## src/rtl/srce_pkg.sv

```systemverilog
// Shared types, constants and codes of the sparse row cell encoder.
package srce_pkg;

    localparam int DEF_PHRASE_ROWS = 64;
    localparam int EFFECT_COLUMNS  = 4;
    localparam int FX_PORTS        = 4;
    localparam int BYTE_W          = 8;
    localparam int COUNT_W         = 12;
    localparam int QUEUE_DEPTH     = 4;
    localparam int CFG_IDX_W       = 1;

    localparam logic [CFG_IDX_W-1:0] CFG_EMPTY_NOTE   = 1'd0;
    localparam logic [CFG_IDX_W-1:0] CFG_EMPTY_EFFECT = 1'd1;

    localparam logic [7:0] MASK_NOTE = 8'h80;
    localparam logic [7:0] MASK_INST = 8'h40;
    localparam logic [7:0] MASK_VOL  = 8'h20;
    localparam logic [7:0] VOL_BITS  = 8'h7F;

    localparam logic [1:0] KIND_BYTE  = 2'd0;
    localparam logic [1:0] KIND_END   = 2'd1;
    localparam logic [1:0] KIND_EMPTY = 2'd2;

    // Output slot order of one row: each bit of a pending vector is one slot.
    localparam int NUM_SLOTS = 14;
    localparam int SLOT_W    = 4;
    localparam logic [SLOT_W-1:0] SLOT_SKIP = 4'd0;
    localparam logic [SLOT_W-1:0] SLOT_MASK = 4'd1;
    localparam logic [SLOT_W-1:0] SLOT_NOTE = 4'd2;
    localparam logic [SLOT_W-1:0] SLOT_INST = 4'd3;
    localparam logic [SLOT_W-1:0] SLOT_VOL  = 4'd4;
    localparam logic [SLOT_W-1:0] SLOT_FX0  = 4'd5;
    localparam logic [SLOT_W-1:0] SLOT_END  = 4'd13;

    typedef logic [NUM_SLOTS-1:0] t_pend;

    typedef struct packed {
        t_pend                         pend;
        logic                          end_empty;
        logic [BYTE_W-1:0]             skip;
        logic [BYTE_W-1:0]             mask;
        logic [BYTE_W-1:0]             note;
        logic [BYTE_W-1:0]             inst;
        logic [BYTE_W-1:0]             vol;
        logic [FX_PORTS-1:0][BYTE_W-1:0] code;
        logic [FX_PORTS-1:0][BYTE_W-1:0] arg;
    } t_job;

endpackage

```

## src/rtl/srce_row_if.sv

```systemverilog
// Input channel: one pattern row per word.
interface srce_row_if;
    logic       valid;
    logic       ready;
    logic [7:0] note;
    logic [7:0] instrument;
    logic [7:0] volume;
    logic [7:0] effect_code_0;
    logic [7:0] effect_arg_0;
    logic [7:0] effect_code_1;
    logic [7:0] effect_arg_1;
    logic [7:0] effect_code_2;
    logic [7:0] effect_arg_2;
    logic [7:0] effect_code_3;
    logic [7:0] effect_arg_3;

    modport source (
        output valid, note, instrument, volume,
               effect_code_0, effect_arg_0, effect_code_1, effect_arg_1,
               effect_code_2, effect_arg_2, effect_code_3, effect_arg_3,
        input  ready
    );
    modport sink (
        input  valid, note, instrument, volume,
               effect_code_0, effect_arg_0, effect_code_1, effect_arg_1,
               effect_code_2, effect_arg_2, effect_code_3, effect_arg_3,
        output ready
    );
endinterface

```

## src/rtl/srce_res_if.sv

```systemverilog
// Output channel: one encoded byte or phrase end marker per word.
interface srce_res_if;
    logic        valid;
    logic        ready;
    logic [1:0]  item_kind;
    logic [7:0]  out_byte;
    logic [11:0] byte_count;
    logic        last_of_row;

    modport source (
        output valid, item_kind, out_byte, byte_count, last_of_row,
        input  ready
    );
    modport sink (
        input  valid, item_kind, out_byte, byte_count, last_of_row,
        output ready
    );
endinterface

```

## src/rtl/srce_front.sv

```systemverilog
// Front end: config registers, row classification, skip and row counters.
module srce_front #(
    parameter int PHRASE_ROWS = srce_pkg::DEF_PHRASE_ROWS
) (
    input  logic                             i_clk,
    input  logic                             i_rst_n,
    input  logic                             i_cfg_we,
    input  logic [srce_pkg::CFG_IDX_W-1:0]   i_cfg_idx,
    input  logic [srce_pkg::BYTE_W-1:0]      i_cfg_data,
    srce_row_if.sink                         i_row,
    input  logic                             i_full,
    output logic                             o_push,
    output srce_pkg::t_job                   o_job
);
    import srce_pkg::*;

    localparam int ROW_W = (PHRASE_ROWS > 1) ? $clog2(PHRASE_ROWS) : 1;

    logic [BYTE_W-1:0] r_empty_note, r_empty_fx;
    logic [BYTE_W-1:0] r_skip, n_skip;
    logic [ROW_W-1:0]  r_row, n_row;
    logic              r_any, n_any;

    logic              accept;
    logic              row_end;
    logic              written;
    logic [BYTE_W-1:0] mask;
    t_pend             pend;
    logic [FX_PORTS-1:0][BYTE_W-1:0] code, arg;

    assign code = {i_row.effect_code_3, i_row.effect_code_2,
                   i_row.effect_code_1, i_row.effect_code_0};
    assign arg  = {i_row.effect_arg_3, i_row.effect_arg_2,
                   i_row.effect_arg_1, i_row.effect_arg_0};

    assign i_row.ready = !i_full;
    assign accept      = i_row.valid && !i_full;
    assign row_end     = (r_row == ROW_W'(PHRASE_ROWS - 1));

    always_comb begin
        mask = '0;
        if (i_row.note != r_empty_note) mask = mask | MASK_NOTE;
        if (i_row.instrument != '0)     mask = mask | MASK_INST;
        if ((i_row.volume & VOL_BITS) != '0) mask = mask | MASK_VOL;
        for (int c = 0; c < EFFECT_COLUMNS; c++) begin
            if (code[c] != r_empty_fx) mask[4-c] = 1'b1;
        end
    end

    assign written = (mask != '0);

    always_comb begin
        pend = '0;
        pend[SLOT_SKIP] = written;
        pend[SLOT_MASK] = written;
        pend[SLOT_NOTE] = mask[7];
        pend[SLOT_INST] = mask[6];
        pend[SLOT_VOL]  = mask[5];
        for (int c = 0; c < FX_PORTS; c++) begin
            pend[int'(SLOT_FX0) + 2*c]     = mask[4-c];
            pend[int'(SLOT_FX0) + 2*c + 1] = mask[4-c];
        end
        pend[SLOT_END] = row_end;
    end

    assign o_push = accept && (written || row_end);

    always_comb begin
        o_job.pend      = pend;
        o_job.end_empty = !(r_any || written);
        o_job.skip      = r_skip;
        o_job.mask      = mask;
        o_job.note      = i_row.note;
        o_job.inst      = i_row.instrument;
        o_job.vol       = i_row.volume;
        o_job.code      = code;
        o_job.arg       = arg;
    end

    always_comb begin
        n_skip = r_skip;
        n_row  = r_row;
        n_any  = r_any;
        if (accept) begin
            n_skip = written ? '0 : r_skip + 1'b1;
            n_any  = r_any || written;
            n_row  = r_row + 1'b1;
            if (row_end) begin
                n_skip = '0;
                n_any  = 1'b0;
                n_row  = '0;
            end
        end
    end

    always_ff @(posedge i_clk) begin
        if (!i_rst_n) begin
            r_empty_note <= '0;
            r_empty_fx   <= '0;
            r_skip       <= '0;
            r_row        <= '0;
            r_any        <= 1'b0;
        end else begin
            r_skip <= n_skip;
            r_row  <= n_row;
            r_any  <= n_any;
            if (i_cfg_we) begin
                case (i_cfg_idx)
                    CFG_EMPTY_NOTE:   r_empty_note <= i_cfg_data;
                    CFG_EMPTY_EFFECT: r_empty_fx   <= i_cfg_data;
                    default: ;
                endcase
            end
        end
    end
endmodule

```

## src/rtl/srce_queue.sv

```systemverilog
// Small register queue of classified rows between front and back.
module srce_queue (
    input  logic           i_clk,
    input  logic           i_rst_n,
    input  logic           i_push,
    input  srce_pkg::t_job i_job,
    output logic           o_full,
    input  logic           i_pop,
    output logic           o_valid,
    output srce_pkg::t_job o_job
);
    import srce_pkg::*;

    localparam int QA_W = $clog2(QUEUE_DEPTH);

    t_job              r_mem [QUEUE_DEPTH];
    logic [QA_W-1:0]   r_wp, r_rp;
    logic [QA_W:0]     r_cnt;
    logic              do_pop;

    assign o_full  = (r_cnt == (QA_W+1)'(QUEUE_DEPTH));
    assign o_valid = (r_cnt != '0);
    assign o_job   = r_mem[r_rp];
    assign do_pop  = i_pop && o_valid;

    always_ff @(posedge i_clk) begin
        if (i_push) r_mem[r_wp] <= i_job;
    end

    always_ff @(posedge i_clk) begin
        if (!i_rst_n) begin
            r_wp  <= '0;
            r_rp  <= '0;
            r_cnt <= '0;
        end else begin
            if (i_push) r_wp <= r_wp + 1'b1;
            if (do_pop) r_rp <= r_rp + 1'b1;
            case ({i_push, do_pop})
                2'b10:   r_cnt <= r_cnt + 1'b1;
                2'b01:   r_cnt <= r_cnt - 1'b1;
                default: r_cnt <= r_cnt;
            endcase
        end
    end
endmodule

```

## src/rtl/srce_back.sv

```systemverilog
// Back end: walks the present slots of a row, one output word per cycle while the output is not stalled.
module srce_back (
    input  logic           i_clk,
    input  logic           i_rst_n,
    input  logic           i_q_valid,
    input  srce_pkg::t_job i_q_job,
    output logic           o_q_pop,
    srce_res_if.source     o_res
);
    import srce_pkg::*;

    t_job               r_job;
    t_pend              r_pend, n_pend;
    logic [COUNT_W-1:0] r_cnt;
    logic               r_ov;
    logic [1:0]         r_kind;
    logic [BYTE_W-1:0]  r_byte;
    logic [COUNT_W-1:0] r_bcnt;
    logic               r_last;

    logic               emit, load;
    t_pend              rest;
    logic [SLOT_W-1:0]  slot, fx_off;
    logic [BYTE_W-1:0]  sel_byte;

    assign emit    = (r_pend != '0) && (!r_ov || o_res.ready);
    assign rest    = r_pend & (r_pend - 1'b1);
    assign load    = (r_pend == '0) || (emit && rest == '0);
    assign o_q_pop = load && i_q_valid;

    // lowest pending slot
    always_comb begin
        slot = SLOT_END;
        for (int s = NUM_SLOTS - 1; s >= 0; s--) begin
            if (r_pend[s]) slot = SLOT_W'(s);
        end
    end

    assign fx_off = slot - SLOT_FX0;

    always_comb begin
        case (slot)
            SLOT_SKIP: sel_byte = r_job.skip;
            SLOT_MASK: sel_byte = r_job.mask;
            SLOT_NOTE: sel_byte = r_job.note;
            SLOT_INST: sel_byte = r_job.inst;
            SLOT_VOL:  sel_byte = r_job.vol;
            SLOT_END:  sel_byte = '0;
            default:   sel_byte = fx_off[0] ? r_job.arg[fx_off[2:1]]
                                            : r_job.code[fx_off[2:1]];
        endcase
    end

    always_comb begin
        n_pend = r_pend;
        if (load) n_pend = i_q_valid ? i_q_job.pend : '0;
        else if (emit) n_pend = rest;
    end

    always_ff @(posedge i_clk) begin
        if (o_q_pop) r_job <= i_q_job;
        if (emit) begin
            r_last <= (rest == '0);
            if (slot == SLOT_END) begin
                r_kind <= r_job.end_empty ? KIND_EMPTY : KIND_END;
                r_byte <= '0;
                r_bcnt <= r_job.end_empty ? '0 : r_cnt;
            end else begin
                r_kind <= KIND_BYTE;
                r_byte <= sel_byte;
                r_bcnt <= r_cnt + 1'b1;
            end
        end
    end

    always_ff @(posedge i_clk) begin
        if (!i_rst_n) begin
            r_pend <= '0;
            r_cnt  <= '0;
            r_ov   <= 1'b0;
        end else begin
            r_pend <= n_pend;
            if (emit) begin
                r_ov  <= 1'b1;
                r_cnt <= (slot == SLOT_END) ? '0 : r_cnt + 1'b1;
            end else if (o_res.ready) begin
                r_ov <= 1'b0;
            end
        end
    end

    assign o_res.valid       = r_ov;
    assign o_res.item_kind   = r_kind;
    assign o_res.out_byte    = r_byte;
    assign o_res.byte_count  = r_bcnt;
    assign o_res.last_of_row = r_last;
endmodule

```

## src/rtl/sparse_row_cell_encoder_core.sv

```systemverilog
// Top level of the sparse row cell encoder: front, row queue and back end.
//
// Usage:
//  - i_row carries one pattern row per word (note, instrument, volume and
//    four effect code/argument pairs); a word moves when valid and ready.
//  - o_res carries encoded words: payload bytes (skip count, presence mask,
//    present fields) and, after the last row of a phrase, one end word with
//    the phrase byte count or an empty-phrase mark. last_of_row flags the
//    final word caused by a row.
//  - The config port (i_cfg_we/i_cfg_idx/i_cfg_data) sets the empty note
//    code (index 0) and the empty effect code (index 1); write while idle.
//  - Throughput: the back end sends one word per cycle while o_res does not
//    stall; a row yields one word per present slot (3 to 13, plus 1 on a
//    phrase end), and rows with nothing present yield none, one if they
//    close a phrase. The front takes a row every cycle while the four-entry
//    row queue has room. With the queue empty, the first word of a row
//    passes the queue, the back end load and then the output register.
//  - Reset clears config, counters, the queue and the output register.
//  - When o_res stalls the output register holds its word, the back end
//    waits, and i_row ready drops once the queue is full.
module sparse_row_cell_encoder_core #(
    parameter int PHRASE_ROWS = srce_pkg::DEF_PHRASE_ROWS
) (
    input  logic                           i_clk,
    input  logic                           i_rst_n,
    input  logic                           i_cfg_we,
    input  logic [srce_pkg::CFG_IDX_W-1:0] i_cfg_idx,
    input  logic [srce_pkg::BYTE_W-1:0]    i_cfg_data,
    srce_row_if.sink                       i_row,
    srce_res_if.source                     o_res
);
    import srce_pkg::*;

    logic push, full, pop, q_valid;
    t_job push_job, head_job;

    srce_front #(
        .PHRASE_ROWS (PHRASE_ROWS)
    ) u_front (
        .i_clk      (i_clk),
        .i_rst_n    (i_rst_n),
        .i_cfg_we   (i_cfg_we),
        .i_cfg_idx  (i_cfg_idx),
        .i_cfg_data (i_cfg_data),
        .i_row      (i_row),
        .i_full     (full),
        .o_push     (push),
        .o_job      (push_job)
    );

    srce_queue u_queue (
        .i_clk   (i_clk),
        .i_rst_n (i_rst_n),
        .i_push  (push),
        .i_job   (push_job),
        .o_full  (full),
        .i_pop   (pop),
        .o_valid (q_valid),
        .o_job   (head_job)
    );

    srce_back u_back (
        .i_clk     (i_clk),
        .i_rst_n   (i_rst_n),
        .i_q_valid (q_valid),
        .i_q_job   (head_job),
        .o_q_pop   (pop),
        .o_res     (o_res)
    );
endmodule
```

## src/flat_wrapper.sv

```systemverilog
// flat-port wrapper written by rule: the top's interface ports become plain ports
module sparse_row_cell_encoder_core_flat import srce_pkg::*;
#(
    parameter int PHRASE_ROWS = srce_pkg::DEF_PHRASE_ROWS
)
  (i_clk, i_rst_n, i_cfg_we, i_cfg_idx, i_cfg_data, i_row_valid, i_row_note, i_row_instrument, i_row_volume, i_row_effect_code_0, i_row_effect_arg_0, i_row_effect_code_1, i_row_effect_arg_1, i_row_effect_code_2, i_row_effect_arg_2, i_row_effect_code_3, i_row_effect_arg_3, i_row_ready, o_res_valid, o_res_item_kind, o_res_out_byte, o_res_byte_count, o_res_last_of_row, o_res_ready);
  srce_row_if i_row_i ();
  srce_res_if o_res_i ();
  input  logic i_clk;
  input  logic i_rst_n;
  input  logic i_cfg_we;
  input  logic [srce_pkg::CFG_IDX_W-1:0] i_cfg_idx;
  input  logic [srce_pkg::BYTE_W-1:0] i_cfg_data;
  input wire logic [$bits(i_row_i.valid)-1:0] i_row_valid;
  input wire logic [$bits(i_row_i.note)-1:0] i_row_note;
  input wire logic [$bits(i_row_i.instrument)-1:0] i_row_instrument;
  input wire logic [$bits(i_row_i.volume)-1:0] i_row_volume;
  input wire logic [$bits(i_row_i.effect_code_0)-1:0] i_row_effect_code_0;
  input wire logic [$bits(i_row_i.effect_arg_0)-1:0] i_row_effect_arg_0;
  input wire logic [$bits(i_row_i.effect_code_1)-1:0] i_row_effect_code_1;
  input wire logic [$bits(i_row_i.effect_arg_1)-1:0] i_row_effect_arg_1;
  input wire logic [$bits(i_row_i.effect_code_2)-1:0] i_row_effect_code_2;
  input wire logic [$bits(i_row_i.effect_arg_2)-1:0] i_row_effect_arg_2;
  input wire logic [$bits(i_row_i.effect_code_3)-1:0] i_row_effect_code_3;
  input wire logic [$bits(i_row_i.effect_arg_3)-1:0] i_row_effect_arg_3;
  output wire logic [$bits(i_row_i.ready)-1:0] i_row_ready;
  output wire logic [$bits(o_res_i.valid)-1:0] o_res_valid;
  output wire logic [$bits(o_res_i.item_kind)-1:0] o_res_item_kind;
  output wire logic [$bits(o_res_i.out_byte)-1:0] o_res_out_byte;
  output wire logic [$bits(o_res_i.byte_count)-1:0] o_res_byte_count;
  output wire logic [$bits(o_res_i.last_of_row)-1:0] o_res_last_of_row;
  input wire logic [$bits(o_res_i.ready)-1:0] o_res_ready;
  assign i_row_i.valid = i_row_valid;
  assign i_row_i.note = i_row_note;
  assign i_row_i.instrument = i_row_instrument;
  assign i_row_i.volume = i_row_volume;
  assign i_row_i.effect_code_0 = i_row_effect_code_0;
  assign i_row_i.effect_arg_0 = i_row_effect_arg_0;
  assign i_row_i.effect_code_1 = i_row_effect_code_1;
  assign i_row_i.effect_arg_1 = i_row_effect_arg_1;
  assign i_row_i.effect_code_2 = i_row_effect_code_2;
  assign i_row_i.effect_arg_2 = i_row_effect_arg_2;
  assign i_row_i.effect_code_3 = i_row_effect_code_3;
  assign i_row_i.effect_arg_3 = i_row_effect_arg_3;
  assign i_row_ready = i_row_i.ready;
  assign o_res_valid = o_res_i.valid;
  assign o_res_item_kind = o_res_i.item_kind;
  assign o_res_out_byte = o_res_i.out_byte;
  assign o_res_byte_count = o_res_i.byte_count;
  assign o_res_last_of_row = o_res_i.last_of_row;
  assign o_res_i.ready = o_res_ready;
  sparse_row_cell_encoder_core #(.PHRASE_ROWS(PHRASE_ROWS)) u_core (.i_clk(i_clk), .i_rst_n(i_rst_n), .i_cfg_we(i_cfg_we), .i_cfg_idx(i_cfg_idx), .i_cfg_data(i_cfg_data), .i_row(i_row_i), .o_res(o_res_i));
endmodule
```

## config.mk

```make
export PLATFORM = sky130hd
export DESIGN_NAME = sparse_row_cell_encoder_core_flat
export DESIGN_NICKNAME = d
export VERILOG_FILES = /design/src/rtl/srce_pkg.sv /design/src/rtl/srce_row_if.sv /design/src/rtl/srce_res_if.sv /design/src/rtl/srce_front.sv /design/src/rtl/srce_queue.sv /design/src/rtl/srce_back.sv /design/src/rtl/sparse_row_cell_encoder_core.sv /design/src/flat_wrapper.sv
export SDC_FILE = /design/constraint.sdc
export NUM_CORES = 1
export LEC_CHECK = 0
export BUFFER_PORTS_ARGS = -buffer_cell sky130_fd_sc_hd__buf_2
export CORE_ASPECT_RATIO = 1.5
export CORE_UTILIZATION = 63
export DETAILED_ROUTE_END_ITERATION = 10
export PLACE_DENSITY = 0.87
export SLEW_MARGIN = 30
export SYNTH_ARGS = -nofsm -noshare
export SYNTH_HDL_FRONTEND = slang
export SYNTH_SLANG_ARGS = --single-unit
export TNS_END_PERCENT = 50
```

## constraint.sdc

```tcl
create_clock -name i_clk -period 6.9 [get_ports i_clk]
set_clock_uncertainty 0.05 [all_clocks]
set_input_delay 0.345 -clock i_clk [delete_from_list [all_inputs] [get_ports i_clk]]
set_output_delay 0.345 -clock i_clk [all_outputs]
set_load 0.01 [all_outputs]
```

Yosys cells after proc, flatten, opt, wreduce, memory -nomap -nowiden
Memories as Yosys holds them, arrays and structs flattened. A register that Yosys moved wholly into a read port is not among the register bits.
Cells that the tools add are included.
{"block": "op_classes", "n_eq_ne": 14, "muxes": 44, "n_bitwise": 2, "add_sub_neg": 9, "n_lt_le_gt_ge": 1, "reduce_logical": 26}
{"operator": "$mux W4", "n": 12}
{"operator": "$mux W8", "n": 6}
{"operator": "$mux W14", "n": 3}
{"operator": "$ne A8 B8 Y1", "n": 5}
{"operator": "$pmux W8 S5", "n": 1}
{"operator": "$mux W12", "n": 3}
{"operator": "$bmux W8 S2", "n": 2}
{"operator": "$logic_not A14 Y1", "n": 2}
{"operator": "$reduce_bool A8 Y1", "n": 3}
{"operator": "$and A14 B14 Y14", "n": 1}
{"operator": "$reduce_bool A14 Y1", "n": 1}
{"operator": "$sub A14 B1 Y14 const B", "n": 1}
{"operator": "$add A12 B1 Y12 const B", "n": 1}
{"operator": "$mux W6", "n": 2}
{"operator": "$mux W1", "n": 10}
{"operator": "$add A8 B1 Y8 const B", "n": 1}
{"operator": "$eq A4 B2 Y1 const B", "n": 2}
{"operator": "$mux W7", "n": 1}
{"operator": "$add A6 B1 Y6 const B", "n": 1}
{"operator": "$eq A6 B6 Y1 const B", "n": 1}
{"operator": "$logic_and A1 B1 Y1", "n": 6}
{"operator": "$mux W2", "n": 3}
{"operator": "$pmux W3 S2", "n": 1}
{"operator": "$reduce_bool A2 Y1", "n": 3}
{"operator": "other kinds (17)", "n": 24}
{"block": "totals", "regBits": 193, "ram_bits": 476, "memories": 1, "in_bits": 102, "out_inout_bits": 25}
{"memory": "u_core.u_queue.r_mem", "depth": 4, "word_bits": 119, "rd": 1, "rd_clocked_by_memory_dff": 1, "wr": 1, "line": "srce_queue.sv:16", "source": "t_job r_mem [QUEUE_DEPTH];"}

Longest topological paths before layout
{"block": "logic_depth", "depth_word": 18, "mapped_depth": 15}

Modules after synthesis
Synthesis repeated with hierarchy kept, for this count alone.
{"block": "hier_totals", "cells_unflattened": 1472, "hier_area_um2": 26974.6}
{"mod": "srce_queue", "seq_area_each_um2": 14473.9, "instances": 1, "cells_per_inst": 668, "area_per_inst_um2": 17737.0}
{"mod": "srce_back", "seq_area_each_um2": 4384.2, "instances": 1, "cells_per_inst": 459, "area_per_inst_um2": 6465.0}
{"mod": "srce_front", "seq_area_each_um2": 620.6, "instances": 1, "cells_per_inst": 345, "area_per_inst_um2": 2772.7}

Worst setup path before layout
Ideal clock, no wire load.
{"block": "synth_timing", "path_kind": "reg2reg", "start": "reg u_core.u_front.r_row[0]", "end": "mem u_core.u_queue.r_mem[0][0] in the netlist's numbering (enable)", "synth_period_minus_slack_ps": 4447, "t_required_ps": 6372, "path_stages_with_launch": 7, "arrival_time_ps": 3920, "slack_ps": 2453, "cell_sequence": "dfxtp_1 ha_1 and3_1 nand3_1 a21oi_1 buf_2 and2_1"}
{"block": "synth_between", "elab_chain_cells": 5}
{"element": "start: declaration", "line": "srce_front.sv:21", "source": "logic [ROW_W-1:0] r_row, n_row;"}
{"element": "start signal: assignment", "line": "srce_front.sv:105", "source": "r_row <= n_row;"}
{"element": "$eq A6 B6 Y1", "line": "srce_front.sv:38", "source": "assign row_end = (r_row == ROW_W'(PHRASE_ROWS - 1));"}
{"element": "$logic_or A1 B1 Y1", "line": "srce_front.sv:66", "source": "assign o_push = accept && (written || row_end);"}
{"element": "$logic_and A1 B1 Y1", "line": "srce_front.sv:66"}
{"element": "$mux W1", "line": "srce_queue.sv:27", "source": "if (i_push) r_mem[r_wp] <= i_job;"}
{"element": "$mux W1 (not written as such)", "line": "srce_queue.sv:27"}
{"element": "end: declaration", "line": "srce_queue.sv:16"}
No other way between the ends.

Worst setup path after layout
{"block": "layout_timing", "start": "reg u_core.u_back.r_pend[2]", "end": "reg u_core.u_back.r_byte[1], in the netlist u_core.u_back.o_res.out_byte[1] (data pin)"}
{"block": "layout_between", "elab_chain_cells": 8}
{"element": "start: declaration", "line": "srce_back.sv:13", "source": "t_pend r_pend, n_pend;"}
{"element": "start signal: assignment", "line": "srce_back.sv:82", "source": "r_pend <= n_pend;"}
{"element": "$mux W4 * (3 in series)", "line": "srce_back.sv:35", "source": "if (r_pend[s]) slot = SLOT_W'(s);"}
{"element": "$sub A3 B3 Y3", "line": "srce_back.sv:39", "source": "assign fx_off = slot - SLOT_FX0;"}
{"element": "$bmux W8 S2, on equally long branches", "line": "srce_back.sv:50, srce_back.sv:49"}
{"element": "$mux W8, on equally long branches", "line": "srce_back.sv:50, srce_back.sv:49"}
{"element": "$mux W8", "line": "srce_back.sv:49", "source": "default: sel_byte = fx_off[0] ? r_job.arg[fx_off[2:1]]"}
{"element": "$pmux W8 S5", "line": "srce_back.sv:42", "source": "case (slot)"}
{"element": "end signal: assignment", "line": "srce_back.sv:70", "source": "r_byte <= sel_byte;"}
{"element": "end: declaration", "line": "srce_back.sv:17", "source": "logic [BYTE_W-1:0] r_byte;"}
Mark *: on every way between the ends. The rest lies on a longest branch, timed or not. The select of a mux whose other input is x is not followed.
A chain may end at the register's enable or synchronous reset.

==> summary.txt <==
Worst setup path
  • Critical Path Start Type: register
  • Worst reg2reg startpoint: u_core.u_back.r_pend[2]
  • Reg2Reg Depth: 7
  • Flop2flop setup slack: 2.70 ns
  • CP max FO: 24
  • CP Data Required Time: 7.18 ns
  • WS Path Type: reg2reg
  • Critical path destination: u_core.u_back.o_res.out_byte[1]
  • Worst reg2reg path endpoint: u_core.u_back.o_res.out_byte[1]
  • Crit end category: register
  • WP data arrival: 4.48 ns
  • Worst setup startpoint: u_core.u_back.r_pend[2]

Synthesis
  • Post-synth ARST share: 0%
  • Post-Syn Area: 24,140 um2
  • Synth Instances: 1,338
  • Synth Register Bits: 618
  • Number of synthesized flops with an enable pin: 551
  • Top_reg_cell synth: edfxtp_1
  • Unique masters post-synth: 70
  • Net Count, Synth: 1,454
  • Syn Area/Cell: 18.04 um2
  • Seq/Total Area, Yosys: 74.11%
  • Synth Warn #: 0

Final layout
  • Most common cell after layout, fill and taps aside: edfxtp_1
  • Fillers: 2,074
  • Ratio of cells with drive above 1 in the final layout: 22.24%
  • Nets: 1,663
  • Commonest cells after routing, fill and taps aside: 551 x edfxtp_1, 126 x buf_2, 116 x mux4_2
  • Finished Layout Cells: 2,077
  • Syn-to-layout area delta: 15.23%

CTS
  • Post-CTS Resized: 0
  • Root Buffer: clkbuf_16
  • Hold buffers post-CTS: 86
  • Max Buffers Root-to-Sink: 3
  • Worst skew pair latency: 0.58 ns
  • CTS sink count: 618
  • CTS clk-pin slew, worst paths: 0.07 ns
  • CTS tree: done
  • Max H-tree Level: 2
  • Post-CTS Setup Repair Bufs: 0
  • Total CTS buffers: 52

STA
  • Tightest Pin Transition: 1.013 ns
  • Fmax: 238.2 MHz
  • Final min period: 4.197 ns
  • Final setup vio count: 0
  • Setup TNS: 0 ns
  • RSZ-0062 raised after global routing: false
  • Final Cycle Share: 60.83%
  • Final Max Slew Viols: 0
  • Slew margin rel.: 32.45%
  • Final Hold Vio Count: 0

Die
  • Initial Util: 64.09%
  • Row cnt: 87
  • Overall die area: 39,110 um2
  • Core Area: 37,660 um2
  • Die height: 241.7 um
  • IO Pins: 127
  • Die Wd: 161.8 um

Global routing
  • Largest net degree at the start of global routing: 71
  • Global-route wire length before repair: 86,020 um
  • Antenna violations before repair: 1
  • Vias in the first global route: 13,846
  • Gr ovfl total: 0
  • GRT Total Usage: 30.30%

Routing
  • Vias: 13,738
  • Number of remaining DRC errors: 0
  • Final ANT Viol Nets: 0
  • Total wire length: 58,380 um
  • Drt wl/cell: 28.11 um
  • Via density: 6.614
  • DR pass1 iterations: 5
  • Drt initial violations: 1,722

Power and ir drop
  • VDD IR-drop max: 410.1 uV
  • PwrDens: 413.2 nW/um2
  • Leakage power total: 9.334 nW
  • Total Power: 11.49 mW

Min path
  • Hold crit path type: in2reg

Placed design
  • Hpwl dp: 33,890 um
  • Port buffer count: 126
  • GP Congestion: 0.8911
  • Placed insts: 1,892

Status
  • Status: finished, final reports clean

Flow run
  • Max-cap viol count: 0
cell usage after synthesis (4+ instances only):
cell type | n | area share [%]
a311oi_1 | 4 | 0.15
buf_1 | 12 | 0.19
a211oi_1 | 7 | 0.22
mux2i_1 | 16 | 0.66
nor4_1 | 16 | 0.41
a21oi_1 | 52 | 1.1
ha_1 | 13 | 0.67
a221oi_1 | 9 | 0.33
nand3_1 | 30 | 0.62
a31oi_1 | 11 | 0.29
nand2_1 | 85 | 1.3
o21ai_0 | 21 | 0.44
and3_1 | 6 | 0.16
o22ai_1 | 11 | 0.29
dfxtp_1 | 67 | 5.6
a22o_1 | 8 | 0.29
buf_2 | 14 | 0.29
nor3_1 | 20 | 0.41
nand4_1 | 13 | 0.34
clkbuf_1 | 43 | 0.67
nor2_1 | 58 | 0.90
mux4_2 | 116 | 11
nand2b_1 | 5 | 0.13
edfxtp_1 | 551 | 69
a221o_1 | 5 | 0.21
inv_1 | 19 | 0.30
xor2_1 | 48 | 1.7
o31ai_1 | 6 | 0.19
and2_1 | 8 | 0.21
worst min path at each step:
stage,startpoint,end,slack [ns],cells after the start
2_1_floorplan,i_row_effect_arg_0[0],u_core.u_queue.r_mem[0][0],0.39,0
6_report,i_cfg_data[6],u_core.u_front.r_empty_note[6],0.03,3
4_1_cts,i_cfg_data[6],u_core.u_front.r_empty_note[6],0.01,3
3_3_place_gp,u_core.u_back.r_cnt[11],u_core.u_back.r_cnt[11],0.42,1
3_5_place_dp,u_core.u_front.r_row[5],u_core.u_front.r_row[5],0.43,2
5_1_grt,i_row_effect_code_0[0],u_core.u_queue.r_mem[2][32],0.02,1
worst max-delay path, stage by stage, from the launching register on:
cell and delay (ns):
dfxtp_1 0.42, or4_1 0.56, o22ai_1 0.38, inv_1 0.19
ha_1 0.55, xnor2_2 0.92, mux4_2 0.49, a221o_1 0.38
area by class of cell:
cell class	instances	area (um2)	area share [%]
inverters	20	75.07	0.2699
flip-flops and latches	618	17890	64.34
repair buffers	229	1695	6.096
diodes	1	2.502	0.008997
well taps	489	611.8	2.200
multi-input cells	626	5877	21.13
clock inverters	22	188.9	0.6793
clock buffers	72	1468	5.277
sequential cells by signal (all words and copies together) (netlist names), 3 cells and up, named ones only:
register	count
u_core.u_back.r_job	104
u_core.u_queue.r_cnt	3
u_core.u_back.o_res.out_byte	8
u_core.u_back.r_pend	14
u_core.u_back.o_res.byte_count	12
u_core.u_back.r_cnt	12
u_core.u_front.r_empty_note	8
u_core.u_front.r_empty_fx	8
u_core.u_front.r_row	6
u_core.u_front.r_skip	8
u_core.u_queue.r_mem	424
report_power, final:
group	switching (mW)	total [mW]	internal, mW	leakage (nW)
Clock	1.30	2.90	1.60	0.803
Combinational	2.00	3.26	1.26	2.96
Sequential	0.365	5.34	4.97	5.57
per-stage QoR:
step	hold slack, ns	setup slack, ns	utilization (%)	instance area [um2]
floorplan	0.3939	2.453	-	24140
global placement	0.4198	2.786	66.84	25170
detailed placement	0.4284	2.620	66.93	25210
CTS	0.01376	2.563	73.61	27720
global route	0.02388	2.576	73.85	27810
finish	0.02689	2.703	73.85	27810
kinds of logic (layout without fill, tap and decap cells):
group,count (synthesis),after routing,share of synthesized area [%]
AO/OA/AOI/OAI,169,169,4.816
buffers and inverters,94,343,1.659
flip-flops,618,618,74.11
adder cells (fa/ha/maj),15,15,0.7983
AND/OR/NAND/NOR,260,260,5.288
multiplexers,132,132,11.49
XOR/XNOR,50,50,1.845
other,0,1,0
metal layers:
layer / track usage [%] / vias up / part of all wire [%]
met5: 0 / - / 0
met4: 16.56 / 0 / 6.1
met3: 4.305 / 181 / 7.8
met2: 52.66 / 887 / 53
met1: 36.36 / 6899 / 33
li1: - / 5771 / -
Note: power is estimated with default switching activity, not from simulation.
